File: config.mk
export PLATFORM = sky130hd
export DESIGN_NAME = vgph_fifo
export DESIGN_NICKNAME = d
export VERILOG_FILES = /design/src/hw/rtl/vgph_fifo.sv
export VERILOG_INCLUDE_DIRS = /design/src /design/src/hw/rtl
export SDC_FILE = /design/constraint.sdc
export NUM_CORES = 1
export LEC_CHECK = 0
export BUFFER_PORTS_ARGS = -buffer_cell sky130_fd_sc_hd__buf_4
export CORE_UTILIZATION = 30
export DETAILED_ROUTE_END_ITERATION = 6
export PLACE_DENSITY_LB_ADDON = 0.05
export SYNTH_ARGS = -nofsm -noshare
export SYNTH_HDL_FRONTEND = slang
export SYNTH_SLANG_ARGS = --single-unit
File: constraint.sdc
create_clock -name clk -period 4.2 [get_ports clk]
set_input_delay 0.84 -clock clk [delete_from_list [all_inputs] [get_ports clk]]
set_output_delay 0.84 -clock clk [all_outputs]
set_load 0.02 [all_outputs]
File: src/hw/rtl/voxel_grid_point_histogram_defines.svh
// Assertion macros shared by the voxel grid histogram RTL.
`ifndef VOXEL_GRID_POINT_HISTOGRAM_DEFINES_SVH
`define VOXEL_GRID_POINT_HISTOGRAM_DEFINES_SVH

// Same-cycle implication, checked on clk outside reset.
`define VGPH_ASSERT_IMPL(label, ante, cons, msg) \
  label: assert property (@(posedge clk) disable iff (rst) (ante) |-> (cons)) \
    else $error(msg);

// Next-cycle implication, checked on clk outside reset.
`define VGPH_ASSERT_NEXT(label, ante, cons, msg) \
  label: assert property (@(posedge clk) disable iff (rst) (ante) |=> (cons)) \
    else $error(msg);

`endif

File: src/hw/rtl/vgph_fifo.sv
// Small register queue with occupancy count.
`timescale 1ns / 1ps
`include "voxel_grid_point_histogram_defines.svh"
module vgph_fifo #(
  parameter int WIDTH = 8,
  parameter int DEPTH = 4,
  localparam int CntW = $clog2(DEPTH + 1)
) (
  input  logic             clk,
  input  logic             rst,
  input  logic             push,
  input  logic [WIDTH-1:0] push_data,
  input  logic             pop,
  output logic [WIDTH-1:0] pop_data,
  output logic             not_empty,
  output logic [CntW-1:0]  count
);

  localparam int PtrW = $clog2(DEPTH);

  logic [WIDTH-1:0] slots [DEPTH];
  logic [PtrW-1:0]  wr_ptr;
  logic [PtrW-1:0]  rd_ptr;

  always_ff @(posedge clk) begin
    if (rst) begin
      wr_ptr <= '0;
      rd_ptr <= '0;
      count  <= '0;
    end else begin
      if (push) wr_ptr <= wr_ptr + PtrW'(1);
      if (pop) rd_ptr <= rd_ptr + PtrW'(1);
      count <= count + CntW'(push) - CntW'(pop);
    end
  end

  always_ff @(posedge clk) begin
    if (push) slots[wr_ptr] <= push_data;
  end

  assign pop_data  = slots[rd_ptr];
  assign not_empty = (count != '0);

  `VGPH_ASSERT_IMPL(a_no_overflow, push, count != CntW'(DEPTH), "queue push while full")
  `VGPH_ASSERT_IMPL(a_no_underflow, pop, count != '0, "queue pop while empty")

endmodule

==> out/metrics.yaml <==
status: "completed"
antenna_found_initial: 0
firstDrtPassIters: 4
holdPathEnd: "rd_ptr[1]"
ant_nets: 0
worstPathRequired_ps: 3360
switching_power_mw: 0.217
post_cts_resized: 0
end_kind: "output pin"
pin_count: 24
cts_tree: "done"
wl_per_cell_um: 14.0
drive_gt1_share_pct: 34.2
vias_per_cell: 4.13
synth-edff-count: 32
route.vias.total: 747
drc: 0
seqCellArea_mm2: 0.00114
final_nets: 130
gp_congestion: 0.619
min_path_cells: 2
arrival_ps: 1730
grt_max_degree: 13
synth.most_common_cell: "edfxtp_1"
rr_startpoint: "count[0]"
irDropWorstVdd_mv: 0.166
dieArea_mm2: 0.00560
overflow: 0
setup_viol: 0
post-cts-setup-buffer-count: 0
num_rows: 26
ys_seq_area_share_pct: 71.7
maxCapViolCount: 0
final_core_util_pct: 37.5
antennaDiodeCount: 0
core_region_area_mm2: 0.00511
clockPowerShare_pct: 26.8
slew_headroom_pct: 62.5
fill_cells: 494
netlist_area_mm2: 0.00159
grt_pass1_vias: 679
syn_avg_cell_area_um2: 19.2
crit_fanout: 8
grt_pass1_wl_um: 3680
ys_ff_latch: 41
dr.first_iter.drc_count: 54
die-width_um: 74.8
htree_levels: 2
synth-async-reset-ratio_pct: 0
clkTransAtPathRegs_ps: 70
crit_family: "flip-flops"
grt_usage_pct: 10.1
skew_ps: 4.47
ys_types: 18
switching_share_pct: 24.7
worstHoldPathType: "flip-flop to flip-flop"
path_buf_inv: 1
path_class: "flip-flop to output pin"
p_leak_nw: 0.694
synth_warnings: 0
postSynthCellCount: 83
multi_input_area_um2: 412
p_comb_share_pct: 17.8
path_cells: "mux4_2 > buf_4"
synth_nets: 102
fmax_mhz: 390
fin_crit_ps: 2570
rsz0062_at_grt: "false"
clock-sinks: 41
hp-start: "rd_ptr[0]"
reg2reg_depth: 7
slew_viol_final: 0
seqPwrFrac_pct: 55.4
fin_setup_tns_ps: 0
start_kind: "flip-flop"
wirelength_um: 2530
yosysTopAreaCell: "edfxtp_1"
worst_skew_pair.late_latency_ps: 290
synth.area.top_cells: "edfxtp_1 60%, dfxtp_1 11%, mux4_2 11%"
synthFlopType: "edfxtp_1"
total_power_mw: 0.877
tightest_slew_ps: 561
p_per_area_mw_per_mm2: 458
die_h_um: 74.8
initial_core_util_pct: 31.2
crit_path_top_delay_cell: "dfxtp_1"
io_buffers: 23
hold_viol: 0
synth_top_area_share_pct: 60.4
syn2layout_area_growth_pct: 20.4
rr_endpoint: "count[2]"
r2r_slack_ps: 2440
cpPeakStageDelay_ps: 680
finalCritPeriodShare_pct: 61.1
internal-power_mw: 0.661
cts_buffers: 5
clockBufferDepth: 2
cts-root-buf: "clkbuf_8"
netlist_top_cells_count: "32 x edfxtp_1, 9 x dfxtp_1, 8 x mux4_2, 6 x ha_1, 6 x inv_1"
hold_buffers: 0
==> logic make-up after synthesis <==
logic type,share of synthesized area (%)
mux,11.9
buf+inv,2.44
compound gates,0.943
simple gates,4.40
flops,71.7
xor+xnor,2.59
fa+ha+maj,5.97
==> per-layer routing <==
layer  global-route usage, %  share of wire [%]  vias up
met3                    4.15                5.9        4
met4                    5.66                1.6        0
met1                    13.2                 46      365
met2                    14.3                 46       18
met5                       0                  0        -
li1                        -                  -      360
==> power by group through the flow <==
| stage | combinational [mW] | clock (mW) | sequential [mW] |
|---|---|---|---|
| final | 0.156 | 0.235 | 0.486 |
| after global routing | 0.173 | 0.261 | 0.490 |
| after CTS | 0.160 | 0.249 | 0.487 |
| after detailed placement | 0.160 | 0 | 0.497 |
| after global placement | 0.158 | 0 | 0.495 |
| after floorplan | 0.0969 | 0 | 0.495 |
==> stage by stage <==
step / std cells / hold WS (ps) / worst slack, ps / cell area [um^2]
after global placement: 174 / 514 / 1860 / 1840
final: 181 / 540 / 1630 / 1920
after CTS: 181 / 548 / 1560 / 1920
after floorplan: 83 / 492 / 2040 / 1590
after detailed placement: 174 / 534 / 1830 / 1840
after global routing: 181 / 573 / 1500 / 1920
==> placed cells by master (no fill, tap or decap), drive strengths merged <==
| cell | n |
|---|---|
| clkinv | 1 |
| or3 | 1 |
| and2 | 4 |
| buf | 23 |
| nor2b | 2 |
| nor2 | 5 |
| ha | 6 |
| a21bo | 1 |
| dfxtp | 9 |
| mux4 | 8 |
| clkbuf | 5 |
| edfxtp | 32 |
| xor3 | 1 |
| fa | 1 |
| inv | 6 |
| nand3b | 1 |
| mux2i | 1 |
| xnor2 | 2 |
| a21oi | 1 |
| clkinvlp | 1 |
==> worst reg2reg max path, stage by stage, from the launching register on <==
cell     delay (ps)
dfxtp_1         350
inv_1            50
ha_1            260
inv_1            40
ha_1            180
fa_1            390
xor3_1          360
nor2_1           80
==> worst max-delay path by stage <==
stage                     startpoint          end  slack [ps]  cells after the start
after global routing       flip-flop  pop_data[0]        1500                      2
after CTS                  flip-flop  pop_data[4]        1560                      2
after global placement           pop     count[2]        1860                      7
after detailed placement         pop     count[2]        1830                      7
final                      flip-flop  pop_data[4]        1630                      2
after floorplan                  pop     count[2]        2040                      6
==> state kept, by name (all words and copies together), names as in the netlist, named ones only <==
name,flops
slots,32
count,3
rd_ptr,2
wr_ptr,2
==> final cells by class <==
type,count,area share (%)
tap,70,4.57
clock buffer,5,3.59
timing repair buffer,23,9.01
multi-input combinational,34,21.5
clock inverter,2,0.588
sequential,41,59.6
inverter,6,1.18
No activity file was read; power rests on OpenSTA's default activity.
